**src/sv/lora_air_pkg.sv**
```systemverilog
// Shared widths, constants, register codes and pipeline types of the LoRa airtime estimator.
package lora_air_pkg;

  localparam int LenW     = 8;
  localparam int SfW      = 4;
  localparam int BwW      = 19;
  localparam int CrW      = 4;
  localparam int PreW     = 16;
  localparam int AirW     = 26;
  localparam int CfgIdxW  = 4;
  localparam int CfgDataW = 19;

  localparam int NumW    = 12;
  localparam int DenW    = 6;
  localparam int BlkQW   = 7;
  localparam int BlkRemW = 6;
  localparam int PsymW   = 10;
  localparam int QW      = 19;
  localparam int ProdW   = 28;
  localparam int DivW    = 38;
  localparam int QuoRemW = BwW;

  localparam int NumBlkCells = BlkQW;
  localparam int NumQuoCells = AirW;

  localparam logic [SfW-1:0]   SfMin      = 4'd6;
  localparam logic [SfW-1:0]   SfMax      = 4'd12;
  localparam logic [SfW-1:0]   LdroSfMin  = 4'd11;
  localparam logic [SfW-1:0]   LdroSfCut  = 4'd2;
  localparam logic [SfW-1:0]   ShiftBias  = 4'd2;
  localparam logic [CrW-1:0]   CrMin      = 4'd5;
  localparam logic [CrW-1:0]   CrMax      = 4'd8;
  localparam logic [BwW-1:0]   BwMin      = 19'd7800;
  localparam logic [BwW-1:0]   BwLdroMax  = 19'd125000;
  localparam logic [NumW-1:0]  PayloadOfs = 12'd44;
  localparam logic [PsymW-1:0] PsymBase   = 10'd8;
  localparam logic [QW-1:0]    QuarterOvh = 19'd17;
  localparam logic [ProdW-1:0] MsPerSec   = 28'd1000;

  localparam logic [SfW-1:0]      SfRst  = 4'd7;
  localparam logic [BwW-1:0]      BwRst  = 19'd125000;
  localparam logic [CrW-1:0]      CrRst  = 4'd5;
  localparam logic [PreW-1:0]     PreRst = 16'd8;

  typedef enum logic [CfgIdxW-1:0] {
    CfgSpread    = 4'd0,
    CfgBandwidth = 4'd1,
    CfgCodeRate  = 4'd2,
    CfgPreamble  = 4'd3
  } cfg_idx_e;

  typedef struct packed {
    logic [SfW-1:0]  sf;
    logic [BwW-1:0]  bw;
    logic [CrW-1:0]  cr;
    logic [PreW-1:0] pre;
    logic [DenW-1:0] den;
    logic [SfW-1:0]  shamt;
  } cfg_t;

  typedef struct packed {
    logic [BlkRemW-1:0] rem;
    logic [BlkQW-1:0]   quo;
  } blk_work_t;

  typedef struct packed {
    logic [QuoRemW-1:0] rem;
    logic [AirW-1:0]    quo;
  } quo_work_t;

endpackage

```
**src/sv/lora_air_cfg.sv**
```systemverilog
// Configuration registers with clamping of the radio settings into effective values.
module lora_air_cfg import lora_air_pkg::*; (
  input  logic                clk_i,
  input  logic                rst_ni,
  input  logic                cfg_we_i,
  input  logic [CfgIdxW-1:0]  cfg_idx_i,
  input  logic [CfgDataW-1:0] cfg_data_i,
  output cfg_t                cfg_o
);

  logic [SfW-1:0]  sf_q;
  logic [BwW-1:0]  bw_q;
  logic [CrW-1:0]  cr_q;
  logic [PreW-1:0] pre_q;
  logic [SfW-1:0]  sf_eff;
  logic [BwW-1:0]  bw_eff;
  logic [CrW-1:0]  cr_eff;
  logic [SfW-1:0]  sf_de;
  logic            de;

  always_ff @(posedge clk_i or negedge rst_ni) begin
    if (!rst_ni) begin
      sf_q  <= SfRst;
      bw_q  <= BwRst;
      cr_q  <= CrRst;
      pre_q <= PreRst;
    end else if (cfg_we_i) begin
      unique case (cfg_idx_e'(cfg_idx_i))
        CfgSpread:    sf_q  <= cfg_data_i[SfW-1:0];
        CfgBandwidth: bw_q  <= cfg_data_i[BwW-1:0];
        CfgCodeRate:  cr_q  <= cfg_data_i[CrW-1:0];
        CfgPreamble:  pre_q <= cfg_data_i[PreW-1:0];
        default: ;
      endcase
    end
  end

  always_comb begin
    sf_eff = (sf_q < SfMin) ? SfMin : ((sf_q > SfMax) ? SfMax : sf_q);
    bw_eff = (bw_q < BwMin) ? BwMin : bw_q;
    cr_eff = (cr_q < CrMin) ? CrMin : ((cr_q > CrMax) ? CrMax : cr_q);
    de     = (sf_eff >= LdroSfMin) && (bw_eff <= BwLdroMax);
    sf_de  = de ? (sf_eff - LdroSfCut) : sf_eff;

    cfg_o.sf    = sf_eff;
    cfg_o.bw    = bw_eff;
    cfg_o.cr    = cr_eff;
    cfg_o.pre   = pre_q;
    cfg_o.den   = {sf_de, 2'b00};
    cfg_o.shamt = sf_eff - ShiftBias;
  end

endmodule

```
**src/sv/lora_air_blk_cell.sv**
```systemverilog
// One cell of the payload block divider row: one quotient bit per cell.
module lora_air_blk_cell import lora_air_pkg::*; (
  input  logic            clk_i,
  input  logic            rst_ni,
  input  logic [DenW-1:0] den_i,
  input  logic            valid_i,
  input  blk_work_t       work_i,
  output logic            ready_o,
  output logic            valid_o,
  output blk_work_t       work_o,
  input  logic            ready_i
);

  logic            valid_q;
  blk_work_t       work_q;
  blk_work_t       work_d;
  logic [BlkRemW:0] trial;
  logic [BlkRemW:0] diff;
  logic            take;

  always_comb begin
    trial = {work_i.rem, work_i.quo[BlkQW-1]};
    diff  = trial - {1'b0, den_i};
    take  = trial >= {1'b0, den_i};
    work_d.rem = take ? diff[BlkRemW-1:0] : trial[BlkRemW-1:0];
    work_d.quo = {work_i.quo[BlkQW-2:0], take};
  end

  assign ready_o = !valid_q || ready_i;

  always_ff @(posedge clk_i or negedge rst_ni) begin
    if (!rst_ni) begin
      valid_q <= 1'b0;
    end else if (ready_o) begin
      valid_q <= valid_i;
    end
  end

  always_ff @(posedge clk_i) begin
    if (ready_o && valid_i) begin
      work_q <= work_d;
    end
  end

  assign valid_o = valid_q;
  assign work_o  = work_q;

endmodule

```
**src/sv/lora_air_quo_cell.sv**
```systemverilog
// One cell of the airtime divider row: one quotient bit per cell against the bandwidth.
module lora_air_quo_cell import lora_air_pkg::*; (
  input  logic           clk_i,
  input  logic           rst_ni,
  input  logic [BwW-1:0] bw_i,
  input  logic           valid_i,
  input  quo_work_t      work_i,
  output logic           ready_o,
  output logic           valid_o,
  output quo_work_t      work_o,
  input  logic           ready_i
);

  logic               valid_q;
  quo_work_t          work_q;
  quo_work_t          work_d;
  logic [QuoRemW:0]   trial;
  logic [QuoRemW:0]   diff;
  logic               take;

  always_comb begin
    trial = {work_i.rem, work_i.quo[AirW-1]};
    diff  = trial - {1'b0, bw_i};
    take  = trial >= {1'b0, bw_i};
    work_d.rem = take ? diff[QuoRemW-1:0] : trial[QuoRemW-1:0];
    work_d.quo = {work_i.quo[AirW-2:0], take};
  end

  assign ready_o = !valid_q || ready_i;

  always_ff @(posedge clk_i or negedge rst_ni) begin
    if (!rst_ni) begin
      valid_q <= 1'b0;
    end else if (ready_o) begin
      valid_q <= valid_i;
    end
  end

  always_ff @(posedge clk_i) begin
    if (ready_o && valid_i) begin
      work_q <= work_d;
    end
  end

  assign valid_o = valid_q;
  assign work_o  = work_q;

endmodule

```
**src/sv/lora_air_ce_top_placeholder_unused.sv**
```systemverilog
// Airtime pipeline stages between the two divider rows: symbol count, scaling and shift.
module lora_air_mid import lora_air_pkg::*; (
  input  logic             clk_i,
  input  logic             rst_ni,
  input  cfg_t             cfg_i,
  input  logic             valid_i,
  input  logic [BlkQW-1:0] blocks_i,
  output logic             ready_o,
  output logic             valid_o,
  output quo_work_t        work_o,
  input  logic             ready_i
);

  logic                   q_valid_q;
  logic [QW-1:0]          q_q;
  logic                   m_valid_q;
  logic [ProdW-1:0]       prod_q;
  logic                   s_valid_q;
  quo_work_t              s_work_q;
  logic                   q_ready;
  logic                   m_ready;
  logic                   s_ready;
  logic [BlkQW+CrW-1:0]   blk_cr;
  logic [PsymW-1:0]       psym;
  logic [PreW:0]          sym_sum;
  logic [QW-1:0]          q_d;
  logic [DivW-1:0]        dividend;

  always_comb begin
    blk_cr   = (BlkQW+CrW)'(blocks_i) * (BlkQW+CrW)'(cfg_i.cr);
    psym     = blk_cr[PsymW-1:0] + PsymBase;
    sym_sum  = (PreW+1)'(cfg_i.pre) + (PreW+1)'(psym);
    q_d      = {sym_sum, 2'b00} + QuarterOvh;
    dividend = DivW'(prod_q) << cfg_i.shamt;
  end

  assign s_ready = !s_valid_q || ready_i;
  assign m_ready = !m_valid_q || s_ready;
  assign q_ready = !q_valid_q || m_ready;

  always_ff @(posedge clk_i or negedge rst_ni) begin
    if (!rst_ni) begin
      q_valid_q <= 1'b0;
      m_valid_q <= 1'b0;
      s_valid_q <= 1'b0;
    end else begin
      if (q_ready) begin
        q_valid_q <= valid_i;
      end
      if (m_ready) begin
        m_valid_q <= q_valid_q;
      end
      if (s_ready) begin
        s_valid_q <= m_valid_q;
      end
    end
  end

  always_ff @(posedge clk_i) begin
    if (q_ready && valid_i) begin
      q_q <= q_d;
    end
    if (m_ready && q_valid_q) begin
      prod_q <= ProdW'(q_q) * MsPerSec;
    end
    if (s_ready && m_valid_q) begin
      s_work_q.rem <= QuoRemW'(dividend[DivW-1:AirW]);
      s_work_q.quo <= dividend[AirW-1:0];
    end
  end

  assign ready_o = q_ready;
  assign valid_o = s_valid_q;
  assign work_o  = s_work_q;

endmodule

```
**src/sv/lora_airtime_estimator.sv**
```systemverilog
// Throughput: one request per cycle while the output is not stalled; each divider row
// settles one quotient bit per cell, 7 cells for the payload block count and 26 cells
// for the airtime in milliseconds. A stall at the output ripples back only through full
// cells, so bubbles are filled. Reset empties the whole pipeline and loads the radio
// settings with their default values.
module lora_airtime_estimator import lora_air_pkg::*; (
  input  logic                clk_i,
  input  logic                rst_ni,
  input  logic                in_valid_i,
  output logic                in_stall_o,
  input  logic [LenW-1:0]     payload_len_i,
  output logic                out_valid_o,
  input  logic                out_stall_i,
  output logic [AirW-1:0]     airtime_ms_o,
  input  logic                cfg_we_i,
  input  logic [CfgIdxW-1:0]  cfg_idx_i,
  input  logic [CfgDataW-1:0] cfg_data_i
);

  cfg_t             cfg;
  logic             e_valid_q;
  blk_work_t        e_work_q;
  logic             e_ready;
  logic [NumW-1:0]  pos;
  logic [NumW-1:0]  neg;
  logic [NumW-1:0]  num;
  logic             out_valid_q;
  logic [AirW-1:0]  airtime_q;
  logic             out_ready;
  logic             mid_ready;

  logic      blk_valid [NumBlkCells+1];
  blk_work_t blk_work  [NumBlkCells+1];
  logic      blk_ready [NumBlkCells+1];
  logic      quo_valid [NumQuoCells+1];
  quo_work_t quo_work  [NumQuoCells+1];
  logic      quo_ready [NumQuoCells+1];

  lora_air_cfg u_cfg (
    .clk_i      (clk_i),
    .rst_ni     (rst_ni),
    .cfg_we_i   (cfg_we_i),
    .cfg_idx_i  (cfg_idx_i),
    .cfg_data_i (cfg_data_i),
    .cfg_o      (cfg)
  );

  // Rounding up is folded in by adding the divisor less one before the division.
  always_comb begin
    pos = {1'b0, payload_len_i, 3'b000} + PayloadOfs;
    neg = NumW'({cfg.sf, 2'b00});
    num = (pos > neg) ? (pos - neg + NumW'(cfg.den) - NumW'(1)) : '0;
  end

  assign e_ready    = !e_valid_q || blk_ready[0];
  assign in_stall_o = !e_ready;

  always_ff @(posedge clk_i or negedge rst_ni) begin
    if (!rst_ni) begin
      e_valid_q <= 1'b0;
    end else if (e_ready) begin
      e_valid_q <= in_valid_i;
    end
  end

  always_ff @(posedge clk_i) begin
    if (e_ready && in_valid_i) begin
      e_work_q.rem <= BlkRemW'(num[NumW-1:BlkQW]);
      e_work_q.quo <= num[BlkQW-1:0];
    end
  end

  assign blk_valid[0] = e_valid_q;
  assign blk_work[0]  = e_work_q;

  for (genvar i = 0; i < NumBlkCells; i++) begin : g_blk
    lora_air_blk_cell u_cell (
      .clk_i   (clk_i),
      .rst_ni  (rst_ni),
      .den_i   (cfg.den),
      .valid_i (blk_valid[i]),
      .work_i  (blk_work[i]),
      .ready_o (blk_ready[i]),
      .valid_o (blk_valid[i+1]),
      .work_o  (blk_work[i+1]),
      .ready_i (blk_ready[i+1])
    );
  end

  assign blk_ready[NumBlkCells] = mid_ready;

  lora_air_mid u_mid (
    .clk_i    (clk_i),
    .rst_ni   (rst_ni),
    .cfg_i    (cfg),
    .valid_i  (blk_valid[NumBlkCells]),
    .blocks_i (blk_work[NumBlkCells].quo),
    .ready_o  (mid_ready),
    .valid_o  (quo_valid[0]),
    .work_o   (quo_work[0]),
    .ready_i  (quo_ready[0])
  );

  for (genvar j = 0; j < NumQuoCells; j++) begin : g_quo
    lora_air_quo_cell u_cell (
      .clk_i   (clk_i),
      .rst_ni  (rst_ni),
      .bw_i    (cfg.bw),
      .valid_i (quo_valid[j]),
      .work_i  (quo_work[j]),
      .ready_o (quo_ready[j]),
      .valid_o (quo_valid[j+1]),
      .work_o  (quo_work[j+1]),
      .ready_i (quo_ready[j+1])
    );
  end

  assign out_ready              = !out_valid_q || !out_stall_i;
  assign quo_ready[NumQuoCells] = out_ready;

  always_ff @(posedge clk_i or negedge rst_ni) begin
    if (!rst_ni) begin
      out_valid_q <= 1'b0;
    end else if (out_ready) begin
      out_valid_q <= quo_valid[NumQuoCells];
    end
  end

  always_ff @(posedge clk_i) begin
    if (out_ready && quo_valid[NumQuoCells]) begin
      airtime_q <= quo_work[NumQuoCells].quo;
    end
  end

  assign out_valid_o  = out_valid_q;
  assign airtime_ms_o = airtime_q;

`ifndef SYNTHESIS
  a_stall_needs_blocked_output: assert property (@(posedge clk_i) disable iff (!rst_ni)
    in_stall_o |-> (out_valid_o && out_stall_i))
    else $error("Input stalled although the output side is free.");

  a_accept_fills_entry: assert property (@(posedge clk_i) disable iff (!rst_ni)
    (in_valid_i && !in_stall_o) |=> e_valid_q)
    else $error("Accepted request did not enter the first stage.");

  a_output_refilled: assert property (@(posedge clk_i) disable iff (!rst_ni)
    (out_valid_o && !out_stall_i && quo_valid[NumQuoCells]) |=> out_valid_o)
    else $error("Finished result was dropped at the output register.");
`endif

endmodule

```
**config.mk**
```make
export PLATFORM = sky130hd
export DESIGN_NAME = lora_airtime_estimator
export DESIGN_NICKNAME = d
export VERILOG_FILES = /design/src/sv/lora_air_pkg.sv /design/src/sv/lora_air_cfg.sv /design/src/sv/lora_air_blk_cell.sv /design/src/sv/lora_air_quo_cell.sv /design/src/sv/lora_air_ce_top_placeholder_unused.sv /design/src/sv/lora_airtime_estimator.sv
export SDC_FILE = /design/constraint.sdc
export NUM_CORES = 2
export LEC_CHECK = 0
export BUFFER_PORTS_ARGS = -buffer_cell sky130_fd_sc_hd__buf_2
export CORE_ASPECT_RATIO = 1.5
export CORE_UTILIZATION = 53
export DETAILED_ROUTE_END_ITERATION = 8
export PLACE_DENSITY = 0.69
export RECOVER_POWER = 50
export SLEW_MARGIN = 15
export SYNTH_ARGS = -nofsm -noshare
export SYNTH_HDL_FRONTEND = slang
export SYNTH_SLANG_ARGS = --single-unit
```
**constraint.sdc**
```tcl
create_clock -name clk_i -period 6.2 [get_ports clk_i]
set_input_delay 0 -clock clk_i [delete_from_list [all_inputs] [get_ports clk_i]]
set_output_delay 0 -clock clk_i [all_outputs]
set_load 0.05 [all_outputs]
```
---- Word-level counts from Yosys, hierarchy flattened ----
Index checks and enable logic that the tools add are counted.
cells by class
  $add $sub $neg .......................... 39
  multipliers ............................. 2
  order comparisons ....................... 41
  equal/unequal tests ..................... 3
  shift operators ......................... 1
  multiplexer cells ....................... 37
  reductions and logical operators ........ 122
operators with widths
  cell                                                                            count
  20-bit by 19-bit greater-or-equal comparator with 1-bit output                  25
  19-bit 2-to-1 mux                                                               25
  19-bit subtractor                                                               24
  7-bit by 6-bit greater-or-equal comparator with 1-bit output                    6
  1-bit zero test                                                                 40
  1-bit logical AND                                                               39
  1-bit logical OR                                                                38
  28-bit by 4-bit left shift with 38-bit output                                   1
  6-bit 2-to-1 mux                                                                6
  6-bit subtractor                                                                6
  19-bit by 7-bit multiplier with 25-bit output, second input constant            1
  4-bit 2-to-1 mux                                                                5
  19-bit by 5-bit adder with 19-bit output, second input constant                 1
  13-bit by 19-bit greater-or-equal comparator with 1-bit output                  1
  19-bit by 17-bit <= comparator with 1-bit output, second input constant         1
  19-bit by 13-bit less-than comparator with 1-bit output, second input constant  1
  13-bit by 19-bit subtractor with 19-bit output                                  1
  16-bit by 10-bit adder with 17-bit output                                       1
  13-bit 2-to-1 mux                                                               1
  11-bit by 6-bit adder with 12-bit output, second input constant                 1
  12-bit by 6-bit adder with 12-bit output                                        1
  12-bit by 6-bit > comparator with 1-bit output                                  1
  12-bit by 1-bit subtractor with 12-bit output, second input constant            1
  12-bit by 6-bit subtractor with 12-bit output                                   1
  other kinds (11)                                                                17
word-level totals
  flip-flop bits (word level) ............. 1,437
  input bits .............................. 36
  logic and storage cells ................. 359

---- Logic depth before layout (Yosys ltp) ----
  depth after elaboration ................. 40
  depth in mapped cells ................... 24

---- Modules after synthesis ----
A second synthesis with hierarchy kept.
second synthesis, totals
  cells, all modules ...................... 8,084
  area total of the unflattened synthesis .. 94,060.2 um2
by module, submodules not included
  module                                    instances  cells an instance  area an instance (um2)  seq. area each (um2)
  lora_air_quo_cell (g_quo[0].u_cell ...)   19         247                2,907.8                 1,376.3
  lora_air_quo_cell (g_quo[15].u_cell ...)  7          270                2,979.1                 1,376.3
  lora_air_mid                              1          729                8,026.4                 2,327.2
  lora_air_blk_cell                         7          62                 815.8                   415.4
  lora_airtime_estimator                    1          172                2,190.9                 1,191.1
  lora_air_cfg                              1          166                2,030.7                 1,092.3

---- Worst setup path after synthesis ----
Ideal clock, no wire load.
  path kind ............................... register to register
  start ................................... reg u_cfg.bw_q[15]
  end ..................................... reg g_quo[19].u_cell.work_q, in the netlist g_quo[19].u_cell.work_o[29], data pin
  library setup time ...................... 261 ps
  data arrival time ....................... 5,209 ps
  required time ........................... 5,939 ps
  path slack .............................. 730 ps
  stages on the path, launching flop included .. 17
  buffers on the path ..................... 2
  cells stage by stage .................... dfstp_2 -> nor4_1 -> nand2_1 -> or2_2 -> nand2_1 -> inv_1 -> fa_1 -> nor2b_1 -> o31a_1 -> o221a_2 -> o2111ai_1 -> a31oi_1 -> o221ai_1 -> a21oi_1 -> clkbuf_1 -> buf_2 -> a21oi_1
RTL lines
  element                 line                     text
  start, declared         lora_air_cfg.sv:12       logic [BwW-1:0] bw_q;
  start signal, assigned  lora_air_cfg.sv:24       bw_q <= BwRst;
  start signal, assigned  lora_air_cfg.sv:30       CfgBandwidth: bw_q <= cfg_data_i[BwW-1:0];
  end signal, assigned    lora_air_quo_cell.sv:41  work_q <= work_d;
  end, declared           lora_air_quo_cell.sv:15  quo_work_t work_q;

---- Worst setup path in the final report ----
  start ................................... reg u_cfg.cr_q[2]
  end ..................................... reg u_mid.q_q[17], data pin
on the way
  word-level cells in the longest chain between the ends .. 7
  elaborated cells between the ends (all ways) .. 8
ends and longest elaborated chain
  element                                           line                                      text
  start, declared                                   lora_air_cfg.sv:13                        logic [CrW-1:0] cr_q;
  start signal, assigned                            lora_air_cfg.sv:25                        cr_q <= CrRst;
  start signal, assigned                            lora_air_cfg.sv:31                        CfgCodeRate: cr_q <= cfg_data_i[CrW-1:0];
  4-bit > comparator                                lora_air_cfg.sv:41                        cr_eff = (cr_q < CrMin) ? CrMin : ((cr_q > CrMax) ? CrMax : cr_q);
  4-bit 2-to-1 mux                                  lora_air_cfg.sv:41
  4-bit 2-to-1 mux (*)                              lora_air_cfg.sv:41
  7-bit by 4-bit multiplier with 10-bit output (*)  lora_air_ce_top_placeholder_unused.sv:30  blk_cr = (BlkQW+CrW)'(blocks_i) * (BlkQW+CrW)'(cfg_i.cr);
  10-bit by 4-bit adder with 10-bit output (*)      lora_air_ce_top_placeholder_unused.sv:31  psym = blk_cr[PsymW-1:0] + PsymBase;
  16-bit by 10-bit adder with 17-bit output (*)     lora_air_ce_top_placeholder_unused.sv:32  sym_sum = (PreW+1)'(cfg_i.pre) + (PreW+1)'(psym);
  19-bit by 5-bit adder with 19-bit output (*)      lora_air_ce_top_placeholder_unused.sv:33  q_d = {sym_sum, 2'b00} + QuarterOvh;
  net u_mid.q_d[17]                                 lora_air_ce_top_placeholder_unused.sv:26  logic [QW-1:0] q_d;
  end signal, assigned                              lora_air_ce_top_placeholder_unused.sv:61  q_q <= q_d;
  end, declared                                     lora_air_ce_top_placeholder_unused.sv:15  logic [QW-1:0] q_q;
The timed path passes the listed nets; every way through them passes the cells marked *.
A chain may end at the register's enable or synchronous reset.

==> results.toml <==
[status]
outcome = "finished with violations"
violations = "capacitance limit, slew limit"

[worst_setup_path]
rrSetupSlack_ns = 0.32
critPathLaunchType = "register"
startpoint = "u_cfg.cr_q[2]"
rr_worst_depth = 17
critPathMaxFanout = 6
end_kind = "register"
worst_ep_arrival_time_ns = 6.40
rr_startpoint = "u_cfg.cr_q[2]"
crit_type = "register to register"
cp_data_required_time_ns = 6.72

[yosys]
synthDominantCellAreaShare_pct = 50.2
yosysUniqueCellTypes = 86
netlist_top_cells_count = "edfxtp_1, ha_1, nor2_1, a21oi_1, mux2_2"
yosys.area.top_type = "edfxtp_1"
synth_top_family_by_area = "adder cells"
synth_xor_area_share_pct = 4.74
synth-adder-area-share_pct = 12.9
avgSynthCellArea_sq_um = 12.3
synth_fp_nets = 6883
syn_area_sq_um = 75500
syn_inst = 6129
synthSimpleGateAreaFrac_pct = 9.87
synth_area_leaders = "edfxtp_1, ha_1, mux2_2"
synth-compound-area-share_pct = 11.5
synth_seq_cells = 1343
yosysWarnings = 0
synth_seq_area_share_pct = 52.9
synthFlopType = "edfxtp_1"
synth_enable_flop_cells = 1262
synthMuxAreaShare_pct = 6.35
synth_most_common_cell = "edfxtp_1"
async_flop_share_pct = 6.03

[routing]
num_vias = 49500
drt-pass1-iter-count = 7
postRouteAntennaNets = 0
routedWlPerCell_microns = 21.3
viasPerCell = 5.90
drtIter0Drc = 2786
drc = 0
wirelength_microns = 179000

[worst_hold_path]
hold_depth = 4
hold_path_class = "primary input to register"
hp-start = "out_stall_i"

[clocking]
clk_latency_ns = 0.81
ctsResizeCount = 0
cts_htree_levels = 4
cts_buffers = 135
cts-root-buf = "clkbuf_16"
tritoncts = "built"
clock_path_buffers = 3
numClockSinks = 1343
clkTransAtPathRegs_ns = 0.06

[timing]
drv_slew = 603
tightest_slew_ns = 4.25
period_share_pct = 94.9
setup_violations = 0
fmax_ghz = 0.170
rsz0062_at_grt = "no"
slew_headroom_pct = -183
finalHoldViolCount = 0
fin_skew_ns = 0.0443
setup_tns_ns = 0
period_minus_slack_ns = 5.88

[global_route]
grt_pass1_wl_microns = 276000
antenna_found_initial = 2
grt_pass1_vias = 50400
grt_usage_pct = 25.1
grt_max_degree = 74
grt_overflow_total = 0

[floorplan]
die_w_microns = 310
dieArea_sq_um = 144000
core_area_sq_um = 141000
rows = 169
boundaryPins = 64
fp.dieH_microns = 464
start_util_pct = 53.4

[finish]
nets = 7150
layout-drive-gt1-share_pct = 12.2
n_fill_cell = 11300
area_growth_pct = 11.4

[place]
dpl.hpwl_microns = 132000
io_buffers = 63
place.gp.congestion = 0.936

[flow_run]
maxCapViolations = 14
final timing paths:
check | endpoint
worst max-delay path | u_mid.q_q[17]
worst min-delay path | g_quo[25].u_cell.valid_o
worst max register to register | u_mid.q_q[17]
worst min register to register | airtime_ms_o[9]
max in group asynchronous | g_quo[21].u_cell.valid_o
min in group asynchronous | g_blk[0].u_cell.valid_o
state kept, by name, summed over array words and instances (netlist names):
signal                count
out_valid_o               1
e_valid_q                 1
blk_work                 10
u_mid.q_q                17
u_cfg.sf_q                4
g_quo.u_cell.valid_o     26
u_mid.prod_q             23
airtime_ms_o             26
u_cfg.pre_q              16
g_quo.u_cell.work_o    1079
u_mid.q_valid_q           1
u_mid.work_o             35
u_cfg.cr_q                4
g_blk.u_cell.work_o      72
g_blk.u_cell.valid_o      7
u_mid.m_valid_q           1
u_mid.valid_o             1
u_cfg.bw_q               19
metrics by stage:
stage | setup WS [ns] | instances | hold slack [ns] | utilization [%] | cell area [sq um]
floorplan | 0.730 | 6129 | -0.296 | - | 75500
global placement | 0.438 | 8076 | -0.151 | 55.8 | 78900
detailed placement | 0.374 | 8076 | -0.149 | 55.8 | 78900
CTS | 0.366 | 8388 | 0.00241 | 59.5 | 84200
global route | 0.0218 | 8389 | 0.0369 | 59.4 | 84100
finish | 0.318 | 8390 | 0.0515 | 59.4 | 84100
kinds of logic after synthesis:
logic type      after synthesis
buf+inv                     327
simple gates               1534
mux                         436
compound gates             1362
flops                      1343
xor+xnor                    409
fa+ha+maj                   718
layout by cell type (no fill, tap or decap), types with 36 or more instances in the layout:
| cell type | netlist | routed |
|---|---|---|
| mux2_2 | 326 | 325 |
| nand2_1 | 315 | 313 |
| dfrtp_1 | 68 | 68 |
| inv_1 | 223 | 220 |
| buf_4 | 0 | 88 |
| xnor2_1 | 270 | 269 |
| xor2_1 | 139 | 138 |
| nor2b_1 | 93 | 87 |
| nand4_1 | 107 | 107 |
| fa_1 | 104 | 104 |
| and3_1 | 42 | 42 |
| a21boi_0 | 38 | 36 |
| edfxtp_1 | 1262 | 1262 |
| nor4_1 | 51 | 50 |
| a21o_1 | 155 | 155 |
| or2_2 | 41 | 41 |
| clkbuf_16 | 0 | 136 |
| o21ai_0 | 273 | 270 |
| dlygate4sd3_1 | 0 | 64 |
| o31ai_1 | 49 | 49 |
| nor2_1 | 492 | 485 |
| mux2i_1 | 108 | 108 |
| o21a_1 | 112 | 110 |
| clkbuf_1 | 72 | 64 |
| nand2b_1 | 75 | 75 |
| a21oi_1 | 388 | 381 |
| nor3_1 | 99 | 98 |
| a211oi_1 | 42 | 42 |
| nand3_1 | 91 | 91 |
| a31oi_1 | 69 | 67 |
| ha_1 | 614 | 614 |
routing by layer:
layer / GRT usage (%) / up-vias / share of wire [%]
met1: 25.7 / 24100 / 36
met5: 0 / - / 0.0073
met2: 47.4 / 1138 / 54
met4: 14.9 / 2 / 6.6
met3: 3.73 / 473 / 3.7
li1: - / 23800 / -
cell type report:
type | instances | area (sq um) | area share, %
sequential | 1343 | 39900 | 47.5
multi-input combinational | 4459 | 34600 | 41.1
clock buffer | 167 | 3580 | 4.26
tap | 1881 | 2350 | 2.80
timing repair buffer | 232 | 1740 | 2.07
clock inverter | 81 | 1060 | 1.26
inverter | 225 | 845 | 1.00
antenna | 2 | 5.00 | 0.00595
worst max-delay path, stage by stage (launching register included):
cell	delay [ns]
dfstp_2	0.54
nand2_1	0.14
or2_2	0.34
fa_1	0.48
inv_1	0.06
fa_1	0.48
ha_1	0.35
fa_1	0.47
xor2_1	0.18
ha_1	0.33
and3_1	0.20
a221oi_1	0.44
a21oi_1	0.22
a31oi_1	0.43
a32o_1	0.24
a22oi_1	0.09
nor4_1	0.48
xnor2_1	0.13
timing repair:
| action | CTS | global route |
|---|---|---|
| hold buffers | 64 | 0 |
| setup buffers | 0 | 0 |
| endpoints found under the hold margin | 188 | 0 |
Power is not shown: default switching activity piles up to over one toggle a cycle in this logic, so the estimate is an artifact.
